<file path="config.mk">
export PLATFORM = sky130hd
export DESIGN_NAME = humidity_sensor_pulse_decoder
export DESIGN_NICKNAME = d
export VERILOG_FILES = /design/src/rtl/hspd_pkg.sv /design/src/rtl/humidity_sensor_pulse_decoder.sv /design/src/rtl/hspd_report.sv
export SDC_FILE = /design/constraint.sdc
export NUM_CORES = 1
export LEC_CHECK = 0
export BUFFER_PORTS_ARGS = -buffer_cell sky130_fd_sc_hd__buf_2
export CORE_AREA = 2 2 194 196
export CTS_BUF_LIST = sky130_fd_sc_hd__clkbuf_4 sky130_fd_sc_hd__clkbuf_8
export DETAILED_ROUTE_END_ITERATION = 7
export DIE_AREA = 0 0 196 198
export GPL_TIMING_DRIVEN = 0
export PLACE_DENSITY = 0.69
export SYNTH_ARGS = -nofsm -noshare
export SYNTH_HDL_FRONTEND = slang
export SYNTH_SLANG_ARGS = --single-unit
</file>
<file path="constraint.sdc">
create_clock -name clk_i -period 6.7 [get_ports clk_i]
set_clock_uncertainty 0.2 [all_clocks]
set_input_delay 0 -clock clk_i [delete_from_list [all_inputs] [get_ports clk_i]]
set_output_delay 0 -clock clk_i [all_outputs]
set_load 0.01 [all_outputs]
</file>
<file path="src/rtl/hspd_pkg.sv">
`default_nettype none

package hspd_pkg;

  localparam int unsigned FRAME_BITS            = 40;
  localparam int unsigned FRAME_BYTES           = 5;
  localparam int unsigned FIRST_DATA_TRANSITION = 4;
  localparam int unsigned MAX_TRANSITIONS       = 85;

  localparam logic CMD_START  = 1'b0;
  localparam logic CMD_SAMPLE = 1'b1;

  localparam logic CFG_BIT_THRESHOLD = 1'b0;
  localparam logic CFG_TIMEOUT_POLLS = 1'b1;

  localparam logic [7:0] BIT_THRESHOLD_RESET = 8'd16;
  localparam logic [7:0] TIMEOUT_POLLS_RESET = 8'd255;

  typedef logic [FRAME_BYTES-1:0][7:0] frame_t;

  typedef struct packed {
    frame_t     frame;
    logic [5:0] bits;
  } report_t;

endpackage

`default_nettype wire

</file>
<file path="src/rtl/humidity_sensor_pulse_decoder.sv">
`default_nettype none

// Receiver for the single-wire temperature and humidity sensor. A word with
// cmd 0 arms a read; each following word with cmd 1 carries one poll of the
// data line. Pulse widths are counted in polls and every second pulse from
// the fourth transition on is decoded into one data bit (one when its count
// exceeds bit_threshold). A read ends after 85 transitions or when one level
// lasts timeout_polls polls, and then one result word follows carrying the
// humidity, Celsius and Fahrenheit tenths, the bit count and the checksum
// verdict. One word is accepted every clock cycle. The result word passes
// three register stages: the report snapshot, the checksum and Celsius stage,
// and the output register behind the divide-by-five multiply. Input stalls
// only when the receiver holds off and three result words are waiting.
module humidity_sensor_pulse_decoder
  import hspd_pkg::*;
(
  input  wire logic               clk_i,
  input  wire logic               rst_ni,
  input  wire logic               cfg_we_i,
  input  wire logic               cfg_idx_i,
  input  wire logic [7:0]         cfg_data_i,
  input  wire logic               in_valid_i,
  output logic                    in_ready_o,
  input  wire logic               cmd_i,
  input  wire logic               line_level_i,
  output logic                    out_valid_o,
  input  wire logic               out_ready_i,
  output logic                    reading_valid_o,
  output logic                    checksum_ok_o,
  output logic [5:0]              bits_received_o,
  output logic [15:0]             humidity_tenths_o,
  output logic signed [15:0]      temp_tenths_c_o,
  output logic signed [16:0]      temp_tenths_f_o
);

  logic [7:0] thr_q, tmo_q;
  logic       last_q, last_d;
  logic [7:0] poll_q, poll_d;
  logic [6:0] trans_q, trans_d;
  logic [5:0] bit_idx_q, bit_idx_d;
  frame_t     frame_q, frame_d;
  logic       done_q, done_d;
  logic       rep_v_q;
  report_t    rep_q;
  logic       rep_ready;
  logic       in_accept, end_read, take_bit, bit_val;
  logic [7:0] poll_inc;
  logic [6:0] trans_inc;
  logic [2:0] byte_sel;

  assign in_ready_o = !rep_v_q || rep_ready;
  assign in_accept  = in_valid_i && in_ready_o;

  always_comb begin
    last_d    = last_q;
    poll_d    = poll_q;
    trans_d   = trans_q;
    bit_idx_d = bit_idx_q;
    frame_d   = frame_q;
    done_d    = done_q;
    end_read  = 1'b0;
    poll_inc  = (poll_q == 8'hFF) ? 8'hFF : poll_q + 8'd1;
    trans_inc = trans_q + 7'd1;
    byte_sel  = bit_idx_q[5:3];
    bit_val   = (poll_q > thr_q);
    take_bit  = (trans_q >= 7'(FIRST_DATA_TRANSITION)) && !trans_q[0]
             && (bit_idx_q < 6'(FRAME_BITS));
    if (in_accept) begin
      if (cmd_i == CMD_START) begin
        last_d    = 1'b1;
        poll_d    = '0;
        trans_d   = '0;
        bit_idx_d = '0;
        frame_d   = '0;
        done_d    = 1'b0;
      end else if (!done_q) begin
        if (line_level_i == last_q) begin
          poll_d   = poll_inc;
          end_read = (poll_inc >= tmo_q);
        end else begin
          // The count just finished belongs to the pulse that has ended.
          if (take_bit) begin
            for (int i = 0; i < FRAME_BYTES; i++) begin
              if (byte_sel == 3'(i)) begin
                frame_d[i] = {frame_q[i][6:0], bit_val};
              end
            end
            bit_idx_d = bit_idx_q + 6'd1;
          end
          trans_d  = trans_inc;
          poll_d   = '0;
          last_d   = line_level_i;
          end_read = (trans_inc >= 7'(MAX_TRANSITIONS));
        end
      end
    end
    if (end_read) begin
      done_d = 1'b1;
    end
  end

  always_ff @(posedge clk_i or negedge rst_ni) begin
    if (!rst_ni) begin
      thr_q     <= BIT_THRESHOLD_RESET;
      tmo_q     <= TIMEOUT_POLLS_RESET;
      last_q    <= 1'b1;
      poll_q    <= '0;
      trans_q   <= '0;
      bit_idx_q <= '0;
      frame_q   <= '0;
      done_q    <= 1'b1;
      rep_v_q   <= 1'b0;
    end else begin
      if (cfg_we_i) begin
        unique case (cfg_idx_i)
          CFG_BIT_THRESHOLD: thr_q <= cfg_data_i;
          CFG_TIMEOUT_POLLS: tmo_q <= cfg_data_i;
          default:           thr_q <= thr_q;
        endcase
      end
      last_q    <= last_d;
      poll_q    <= poll_d;
      trans_q   <= trans_d;
      bit_idx_q <= bit_idx_d;
      frame_q   <= frame_d;
      done_q    <= done_d;
      if (end_read) begin
        rep_v_q <= 1'b1;
      end else if (rep_ready) begin
        rep_v_q <= 1'b0;
      end
    end
  end

  // The report snapshot takes the frame as it stands after this word.
  always_ff @(posedge clk_i) begin
    if (end_read) begin
      rep_q.frame <= frame_d;
      rep_q.bits  <= bit_idx_d;
    end
  end

  hspd_report u_report (
    .clk_i             (clk_i),
    .rst_ni            (rst_ni),
    .rep_valid_i       (rep_v_q),
    .rep_ready_o       (rep_ready),
    .rep_i             (rep_q),
    .out_valid_o       (out_valid_o),
    .out_ready_i       (out_ready_i),
    .reading_valid_o   (reading_valid_o),
    .checksum_ok_o     (checksum_ok_o),
    .bits_received_o   (bits_received_o),
    .humidity_tenths_o (humidity_tenths_o),
    .temp_tenths_c_o   (temp_tenths_c_o),
    .temp_tenths_f_o   (temp_tenths_f_o)
  );

endmodule

`default_nettype wire

</file>
<file path="src/rtl/hspd_report.sv">
`default_nettype none

module hspd_report
  import hspd_pkg::*;
(
  input  wire logic               clk_i,
  input  wire logic               rst_ni,
  input  wire logic               rep_valid_i,
  output logic                    rep_ready_o,
  input  wire report_t            rep_i,
  output logic                    out_valid_o,
  input  wire logic               out_ready_i,
  output logic                    reading_valid_o,
  output logic                    checksum_ok_o,
  output logic [5:0]              bits_received_o,
  output logic [15:0]             humidity_tenths_o,
  output logic signed [15:0]      temp_tenths_c_o,
  output logic signed [16:0]      temp_tenths_f_o
);

  // ceil(2^21 / 5); exact for dividends below 2^21 / 3.
  localparam logic [18:0] RECIP_FIVE = 19'd419431;

  logic        b_v_q;
  logic        b_ok_q, b_ok_d;
  logic [5:0]  b_bits_q;
  logic [15:0] b_hum_q, b_hum_d;
  logic signed [15:0] b_c_q, b_c_d;
  logic        b_neg_q, b_neg_d;
  logic [18:0] b_abs_q, b_abs_d;

  logic        c_ready, b_ready;
  logic [9:0]  sum;
  logic [15:0] mag;
  logic signed [19:0] c_ext, num;
  logic [37:0] prod;
  logic [16:0] quot, f_d;

  assign c_ready     = !out_valid_o || out_ready_i;
  assign b_ready     = !b_v_q || c_ready;
  assign rep_ready_o = b_ready;

  always_comb begin
    sum = 10'(rep_i.frame[0]) + 10'(rep_i.frame[1]) + 10'(rep_i.frame[2])
        + 10'(rep_i.frame[3]);
    b_ok_d  = (sum[7:0] == rep_i.frame[4]);
    b_hum_d = {rep_i.frame[0], rep_i.frame[1]};
    mag     = {1'b0, rep_i.frame[2][6:0], rep_i.frame[3]};
    b_c_d   = rep_i.frame[2][7] ? -$signed(mag) : $signed(mag);
    c_ext   = 20'(b_c_d);
    num     = (c_ext <<< 3) + c_ext + 20'sd1600;
    b_neg_d = num[19];
    b_abs_d = b_neg_d ? 19'(-num) : num[18:0];
  end

  always_comb begin
    prod = 38'(b_abs_q) * 38'(RECIP_FIVE);
    quot = prod[37:21];
    f_d  = b_neg_q ? -quot : quot;
  end

  always_ff @(posedge clk_i or negedge rst_ni) begin
    if (!rst_ni) begin
      b_v_q       <= 1'b0;
      out_valid_o <= 1'b0;
    end else begin
      if (b_ready) begin
        b_v_q <= rep_valid_i;
      end
      if (c_ready) begin
        out_valid_o <= b_v_q;
      end
    end
  end

  always_ff @(posedge clk_i) begin
    if (b_ready && rep_valid_i) begin
      b_ok_q   <= b_ok_d;
      b_bits_q <= rep_i.bits;
      b_hum_q  <= b_hum_d;
      b_c_q    <= b_c_d;
      b_neg_q  <= b_neg_d;
      b_abs_q  <= b_abs_d;
    end
    if (c_ready && b_v_q) begin
      reading_valid_o   <= b_ok_q && (b_bits_q >= 6'(FRAME_BITS));
      checksum_ok_o     <= b_ok_q;
      bits_received_o   <= b_bits_q;
      humidity_tenths_o <= b_hum_q;
      temp_tenths_c_o   <= b_c_q;
      temp_tenths_f_o   <= $signed(f_d);
    end
  end

endmodule

`default_nettype wire
</file>
# Yosys cells after proc, flatten, opt, wreduce, memory -nomap -nowiden
# Cells that the tools add are included.
[op_classes]
mul = 1
reduce_logical = 21
eq_ne = 10
n_mux = 37
bitwise = 1
addsub = 11
n_lt_le_gt_ge = 6
[ops]
columns = ["op", "n"]
rows = [
  ["$mux W40", 5],
  ["$mux W8", 9],
  ["$mul A19 B19 Y38 const B", 1],
  ["$mux W6", 5],
  ["$add A8 B8 Y8", 3],
  ["$mux W7", 3],
  ["$add A19 B16 Y20", 1],
  ["$add A20 B12 Y20 const B", 1],
  ["$mux W19", 1],
  ["$neg A19 Y19", 1],
  ["$mux W17", 1],
  ["$neg A17 Y17", 1],
  ["$mux W16", 1],
  ["$neg A15 Y16", 1],
  ["$mux W1", 12],
  ["$add A8 B1 Y8 const B", 1],
  ["$eq A8 B8 Y1", 1],
  ["$eq A8 B8 Y1 const B", 1],
  ["$ge A8 B8 Y1", 1],
  ["$gt A8 B8 Y1", 1],
  ["$reduce_and A2 Y1", 4],
  ["$add A7 B1 Y7 const B", 1],
  ["$ge A7 B3 Y1 const B", 1],
  ["$ge A7 B7 Y1 const B", 1],
  ["other kinds (16)", 29],
]
[totals]
output_inout_bits = 59
in_bits = 16
ff_bits = 244

# Longest topological paths before layout
# Gate-level depths: netlist of run 1.
[logic_depth]
ltp_word = 9
mapped_depth = 27

# Cells and area by module
# Synthesis of run 1 repeated with hierarchy kept, for this count alone.
[hier_totals]
cells_unflattened = 1582
area_unflattened_um2 = 18182.4
[modules_own_cells]
columns = ["mod", "area_per_inst_um2", "instances", "cells_per_inst", "seq_area_each_um2"]
rows = [
  ["hspd_report", 12808.5, 1, 1164, 3503.4],
  ["humidity_sensor_pulse_decoder", 5373.9, 1, 418, 3397.0],
]

# Worst setup path after synthesis of run 1
# Ideal clock, no wire load.
[synth_path]
path_kind = "reg-to-reg"
start = "register u_report.b_abs_q[12]"
end = "register u_report.temp_tenths_f_o[14], data pin"
path_buffers = 0
setup_slack_ns = -0.164
required_ns = 6.236
stages_incl_launch_ff = 22
t_arrival_ns = 6.400
setup_ns = 0.264
path_cell_list = "edfxtp_1 > ha_1 > fa_1 > inv_1 > fa_1 > inv_1 > fa_1 > fa_1 > inv_1 > fa_1 > inv_1 > ha_1 > a21oi_1 > o21ai_0 > a311o_1 > a221o_1 > xor2_1 > nand2b_4 > or3b_4 > or4_4 > o41ai_2 > xnor2_1"
[synth_between]
elab_chain_len = 3
[synth_lines]
columns = ["item", "line", "rtl"]
rows = [
  ["start: declaration", "hspd_report.sv:30", "logic [18:0] b_abs_q, b_abs_d;"],
  ["start signal: assignment", "hspd_report.sv:83", "b_abs_q <= b_abs_d;"],
  ["$mul A19 B19 Y38 (*)", "hspd_report.sv:57", "prod = 38'(b_abs_q) * 38'(RECIP_FIVE);"],
  ["$neg A17 Y17", "hspd_report.sv:59", "f_d = b_neg_q ? -quot : quot;"],
  ["$mux W17 (*)", "hspd_report.sv:59", ""],
  ["via u_report.f_d[14]", "hspd_report.sv:37", "logic [16:0] quot, f_d;"],
  ["end signal: assignment", "hspd_report.sv:91", "temp_tenths_f_o <= $signed(f_d);"],
  ["end: declaration", "hspd_report.sv:18", "output logic signed [16:0] temp_tenths_f_o"],
]
# The timed path passes the listed nets; every way through them passes the cells marked *.
# A chain may end at the register's enable or synchronous reset.

# Worst setup path after layout of run 1
[layout_path]
start = "register u_report.b_abs_q[7]"
end = "register u_report.temp_tenths_f_o[14], data pin"
# Same word-level chain as after synthesis.

==> flow_metrics.env, run 1 <==
export IMPL_status="complete, but fails checks"
export IMPL_failed_checks="negative setup slack"
export IMPL_start_util=0.4912
export IMPL_placed_cells_incl_taps=2145
export IMPL_route_met3_wl_um=1318
export IMPL_cpLargestDelayFamily="adder cells"
export IMPL_ys_top_cells_by_area="edfxtp_1 (27%), fa_1 (16%), ha_1 (15%)"
export IMPL_fillers=2934
export IMPL_worst_path_max_fanout=4
export IMPL_slowest_stage="fa_2"
export IMPL_synthFlopType="edfxtp_1"
export IMPL_path_clk_slew_ns=0.05
export IMPL_cp_data_arrival_time_ns=7.09
export IMPL_wl_met2_um=20480
export IMPL_crit_cells=22
export IMPL_antenna_found_initial=0
export IMPL_dieArea_um2=38810
export IMPL_synth_compound_area_frac=0.08092
export IMPL_multiInputGateArea_um2=10990
export IMPL_grt_pass1_wl_um=64830
export IMPL_die_width_um=196
export IMPL_end_kind="register"
export IMPL_path_class="reg -> reg"
export IMPL_holdPathStages=4
export IMPL_dp_final_hpwl_um=29970
export IMPL_synthCells=1592
export IMPL_track_usage=0.2125
export IMPL_clockBufferDepth=3
export IMPL_top_layer_used="met4"
export IMPL_row_count=71
export IMPL_cp_start_kind="register"
export IMPL_cts_htree_levels=2
export IMPL_fin_crit_sh=1.039
export IMPL_synth_xor_area_share=0.05355
export IMPL_syn_area_per_cell_um2=11.40
export IMPL_num_io_pins=75
export IMPL_vias_per_cell=5.223
export IMPL_layout_setup_ws_ns=-0.2633
export IMPL_ys_seq_area_frac=0.3801
export IMPL_via_count=12221
export IMPL_rsz0062_at_grt="true"
export IMPL_slowest_delay_ns=0.54
export IMPL_synth_simple_area_share=0.08126
export IMPL_ys_warn_count=0
export IMPL_min_period_ns=6.963
export IMPL_muxShareOfSynthArea=0.03053
export IMPL_synth_edf_count=161
export IMPL_place_area_um2=19550
export IMPL_finalSetupViolCount=7
export IMPL_syn_num_nets=1972
export IMPL_drive_gt1_frac=0.2085
export IMPL_whs_ns=0.04257
export IMPL_r2r_cells=22
export IMPL_regArea_um2=6900
export IMPL_crit_buf_inv=5
export IMPL_stdcell_count=2340
export IMPL_wl_per_cell_um=17.19
export IMPL_final_nets=2213
export IMPL_first_global_vias=12905
export IMPL_core_area_um2=36960
export IMPL_area_growth_pct=21.37
export IMPL_place_ws_ns=-0.6442
export IMPL_synth_top_family_by_area="adder cells"
export IMPL_drt_met1_wl_um=16980
export IMPL_grt_max_degree=70
export IMPL_min_path_type="in -> reg"
export IMPL_final_common_cell="inv_1"
export IMPL_port_buffers=74
export IMPL_antenna_cells=0
export IMPL_fin_area_um2=22030
export IMPL_synth_area_um2=18150
export IMPL_synth_fa_ha_area_frac=0.3104
export IMPL_ys_ff_latch=243
export IMPL_grt_overflow_total=0
export IMPL_die_h_um=198
export IMPL_async_reset_ff_frac=0.3374
export IMPL_cts_sinks=243
export IMPL_cts_made_buffers=42
export IMPL_routabilityCongestion=0.8750
export IMPL_drt_first_pass_iters=5
export IMPL_maxCapViolCount=0
export IMPL_detail_route_antenna_nets=0
export IMPL_cp_required_ns=6.83
export IMPL_yosysTopAreaCellShare=0.2663
export IMPL_report_final_slew_viol_count=0
export IMPL_yosysUniqueCellTypes=70
export IMPL_worstMarginPinSlew_ns=1.173
export IMPL_yosys_area_top_type="edfxtp_1"
export IMPL_routed_wl_um=40230
export IMPL_cts_tree="yes"
export IMPL_clock_latency_ns=0.60
export IMPL_slew_headroom=0.2109
export IMPL_most_common_layout_cells="inv_1 (268), ha_1 (186), edfxtp_1 (161)"
export IMPL_root_buffer="clkbuf_8"
export IMPL_hold_viol_final=0
export IMPL_remaining_drc_errors=0
export IMPL_worstPathCellList="buf_6 -> ha_4 -> fa_1 -> inv_1 -> fa_2 -> inv_1 -> fa_1 -> fa_1 -> inv_1 -> fa_1 -> inv_1 -> ha_4 -> nand2_4 -> o21ai_2 -> a311o_1 -> a221o_1 -> xor2_2 -> nand2b_4 -> or3b_4 -> or4_4 -> o41ai_4 -> xnor2_1"
export IMPL_drt_iter0_drc=439
export IMPL_timing_fmax_mhz=143.6
==> metal layers <==
layer,vias to the layer above,global-route usage
met5,-,0
met4,0,0.08418
met3,95,0.03253
met2,221,0.3833
met1,6009,0.2559
li1,5896,-
==> cell type report <==
class | instances | area share
timing repair buffer | 198 | 0.06792
clock inverter | 19 | 0.007836
buffer | 26 | 0.005451
inverter | 278 | 0.04747
multi-input combinational | 1044 | 0.4987
clock buffer | 58 | 0.03254
sequential | 243 | 0.3132
tap | 474 | 0.02692
==> tightest hold or removal path, stage by stage <==
cell,delay (ns)
dlygate4sd3_1,0.52
buf_2,0.13
nand2_1,0.05
o21ai_0,0.07
==> through the flow <==
step / util / setup TNS, ns
final: 0.5962 / -0.9010
after global routing: 0.5962 / -2.504
after CTS: 0.5832 / -0.6026
after detailed placement: 0.5289 / -2.598
after global placement: 0.5252 / -2.800
after floorplan: - / 0
==> cells by family (layout without fill, tap and decap cells) <==
group,Yosys count,count (layout)
mux,54,54
xor+xnor,111,111
buf+inv,305,579
simple gates,301,301
fa+ha+maj,364,364
compound gates,214,214
flops,243,243
==> Yosys cell counts (7+ instances only) <==
master and number:
or3_1 12, a21oi_1 44, mux2i_1 43, nor4_1 7
nand2b_1 14, nor2b_1 10, xor2_1 35, nand3_1 22
or2_2 10, fa_1 144, xnor2_1 76, a21o_1 29
dfstp_2 11, and2_1 14, nor2_1 85, nor3_1 20
and3_1 11, nand4_1 7, o31ai_1 11, edfxtp_1 161
clkbuf_1 22, ha_1 220, a22o_1 14, mux2_2 11
a31oi_1 10, dfrtp_1 71, o21ai_0 45, nand2_1 73
inv_1 278
==> state kept, by name, indices dropped and copies added (netlist names), 7 cells and up <==
name,cells
tmo_q,8
u_report.temp_tenths_f_o,17
u_report.b_hum_q,16
trans_q,7
poll_q,8
thr_q,8
frame_q,40
u_report.temp_tenths_c_o,16
u_report.b_c_q,15
u_report.b_abs_q,19
rep_q,46
u_report.humidity_tenths_o,16
==> timing repair <==
item / 4_1_cts / 5_1_grt
endpoints found under the setup margin: 9 / 9
resized for setup: 59 / 59
setup buffers: 58 / 27
pin swaps: 55 / 64
hold buffers: 35 / 0
endpoints found under the hold margin: 132 / 0
==> worst paths after layout <==
path                                     startpoint                       endpoint  slack [ns]
worst max-delay path            u_report.b_abs_q[7]   u_report.temp_tenths_f_o[14]       -0.26
worst min-delay path                  cfg_data_i[1]                       thr_q[1]        0.04
worst max register to register  u_report.b_abs_q[7]   u_report.temp_tenths_f_o[14]       -0.26
worst min register to register  u_report.b_hum_q[3]  u_report.humidity_tenths_o[3]        0.21
max in group asynchronous                    rst_ni                       tmo_q[2]        5.03
min in group asynchronous                    rst_ni                    frame_q[12]        0.38
Power of run 1 is left out: the tool's default activity adds up to more than one toggle a clock period on the data nets, which glitch-free logic cannot reach.
==> run 2: changes to the inputs <==
Settings changed: PLACE_DENSITY 0.69 to 0.66, RECOVER_POWER from default to 50.
Clock period 6.7 ns to 7.1 ns, I/O delays scaled along.
==> flow_metrics.env, run 2 (synthesis gave the netlist of run 1 again) <==
export IMPL_finalSetupViolCount=0
export IMPL_grt_pass1_wl_um=63620
export IMPL_stdcell_count=2318
export IMPL_dieArea_um2=38810
export IMPL_whs_ns=0.08097
export IMPL_core_area_um2=36960
export IMPL_path_class="reg -> reg"
export IMPL_cp_data_arrival_time_ns=7.15
export IMPL_status="complete, but fails checks"
export IMPL_reg2reg_slack_ns=0.12
export IMPL_cp_start_kind="register"
export IMPL_remaining_drc_errors=0
export IMPL_drt_first_pass_iters=5
export IMPL_hold_viol_final=0
export IMPL_routed_wl_um=40170
export IMPL_vias_per_cell=5.239
export IMPL_antenna_found_initial=0
export IMPL_die_h_um=198
export IMPL_via_count=12144
export IMPL_slowest_delay_ns=0.55
export IMPL_failed_checks="max-capacitance violations, max-slew violations"
export IMPL_worstMarginPinSlew_ns=3.854
export IMPL_track_usage=0.2090
export IMPL_holdPathStages=5
export IMPL_root_buffer="clkbuf_8"
export IMPL_fin_setup_tns_ns=0
export IMPL_start_util=0.4912
export IMPL_min_path_type="in -> reg"
export IMPL_rsz0062_at_grt="true"
export IMPL_placed_cells_incl_taps=2145
export IMPL_num_io_pins=75
export IMPL_antenna_cells=0
export IMPL_clockBufferDepth=3
export IMPL_cts_tree="yes"
export IMPL_fillers=3058
export IMPL_place_ws_ns=-0.4140
export IMPL_timing_fmax_mhz=143.3
export IMPL_largest_register_ffs=46
export IMPL_top_regs="rep_q (46), frame_q (40), u_report.b_abs_q (19)"
export IMPL_grt_max_degree=70
export IMPL_wl_per_cell_um=17.33
export IMPL_r2r_cells=22
export IMPL_first_global_vias=12643
export IMPL_grt_overflow_total=0
export IMPL_area_growth_pct=18.67
export IMPL_slew_headroom=-1.569
export IMPL_report_final_slew_viol_count=124
export IMPL_cts_made_buffers=42
export IMPL_maxCapViolCount=3
export IMPL_final_nets=2191
export IMPL_crit_path_frequent_cell="fa_1"
export IMPL_most_common_layout_cells="inv_1 (272), ha_1 (186), edfxtp_1 (161)"
export IMPL_final_common_cell="inv_1"
export IMPL_die_width_um=196
export IMPL_worst_path_max_fanout=4
export IMPL_min_period_ns=6.979
export IMPL_slowest_stage="fa_1"
export IMPL_drt_iter0_drc=386
export IMPL_worstPathCellList="buf_6 -> ha_4 -> fa_1 -> inv_1 -> fa_1 -> inv_1 -> fa_1 -> fa_1 -> inv_1 -> fa_1 -> inv_1 -> ha_4 -> a21oi_4 -> o21a_1 -> o221ai_1 -> a221o_1 -> xor2_2 -> nand2b_4 -> or3b_4 -> or4_4 -> o41ai_4 -> xnor2_1"
export IMPL_dp_final_hpwl_um=30080
export IMPL_cts_sinks=243
export IMPL_clock_latency_ns=0.61
export IMPL_end_kind="register"
export IMPL_routabilityCongestion=0.8908
export IMPL_layout_setup_ws_ns=0.1215
export IMPL_row_count=71
export IMPL_path_clk_slew_ns=0.07
export IMPL_detail_route_antenna_nets=0
export IMPL_port_buffers=74
export IMPL_cp_required_ns=7.27
export IMPL_fin_crit_sh=0.9829
export IMPL_drive_gt1_frac=0.1486
export IMPL_regMostFlops="rep_q"
export IMPL_cts_htree_levels=2
[run 2: timing repair]
action | 4_1_cts | 5_1_grt
hold buffers | 39 | 0
endpoints found under the hold margin | 151 | 0
setup endpoints to repair | 6 | 6
pin swaps | 7 | 50
setup buffers | 32 | 27
gates resized for setup | 34 | 85
[run 2: critical path, delay by kind of cell, from the launching register on]
kind / cells / cell delay, ns
adder cells (fa/ha/maj): 7 / 3.10
AO/OA/AOI/OAI: 5 / 1.16
AND/OR/NAND/NOR: 3 / 1.09
flip-flops: 1 / 0.46
buffers and inverters: 5 / 0.41
XOR/XNOR: 2 / 0.31
[run 2: final timing paths]
kind                                           start                        endpoint
worst max-delay path            u_report.b_abs_q[15]    u_report.temp_tenths_f_o[14]
worst min-delay path                     out_ready_i                  u_report.b_v_q
worst max register to register  u_report.b_abs_q[15]    u_report.temp_tenths_f_o[14]
worst min register to register  u_report.b_hum_q[11]  u_report.humidity_tenths_o[11]
max in group asynchronous                     rst_ni                     frame_q[24]
min in group asynchronous                     rst_ni                     frame_q[10]
[run 2: area by class of cell]
cell class,instances,area (µm²),area share
Buffer,25,102.6,0.004762
Clock buffer,58,716.9,0.03328
Clock inverter,19,186.4,0.008654
Inverter,278,1044,0.04844
Multi-Input combinational cell,1044,10770,0.4999
Sequential cell,243,6900,0.3203
Tap cell,474,593.1,0.02753
Timing Repair Buffer,177,1230,0.05709
[run 2: metrics by stage]
stage / utilization / instance area [µm²]
floorplan: - / 18150
global placement: 0.5173 / 19120
detailed placement: 0.5210 / 19250
CTS: 0.5674 / 20970
global route: 0.5830 / 21540
finish: 0.5830 / 21540
[run 2: routing by layer]
metal / track usage / routed length [µm]
met1: 0.2467 / 16570
met2: 0.3832 / 20740
met4: 0.07912 / 1336
met3: 0.03373 / 1525
met5: 0 / 0
Power of run 2 is left out for the same reason.
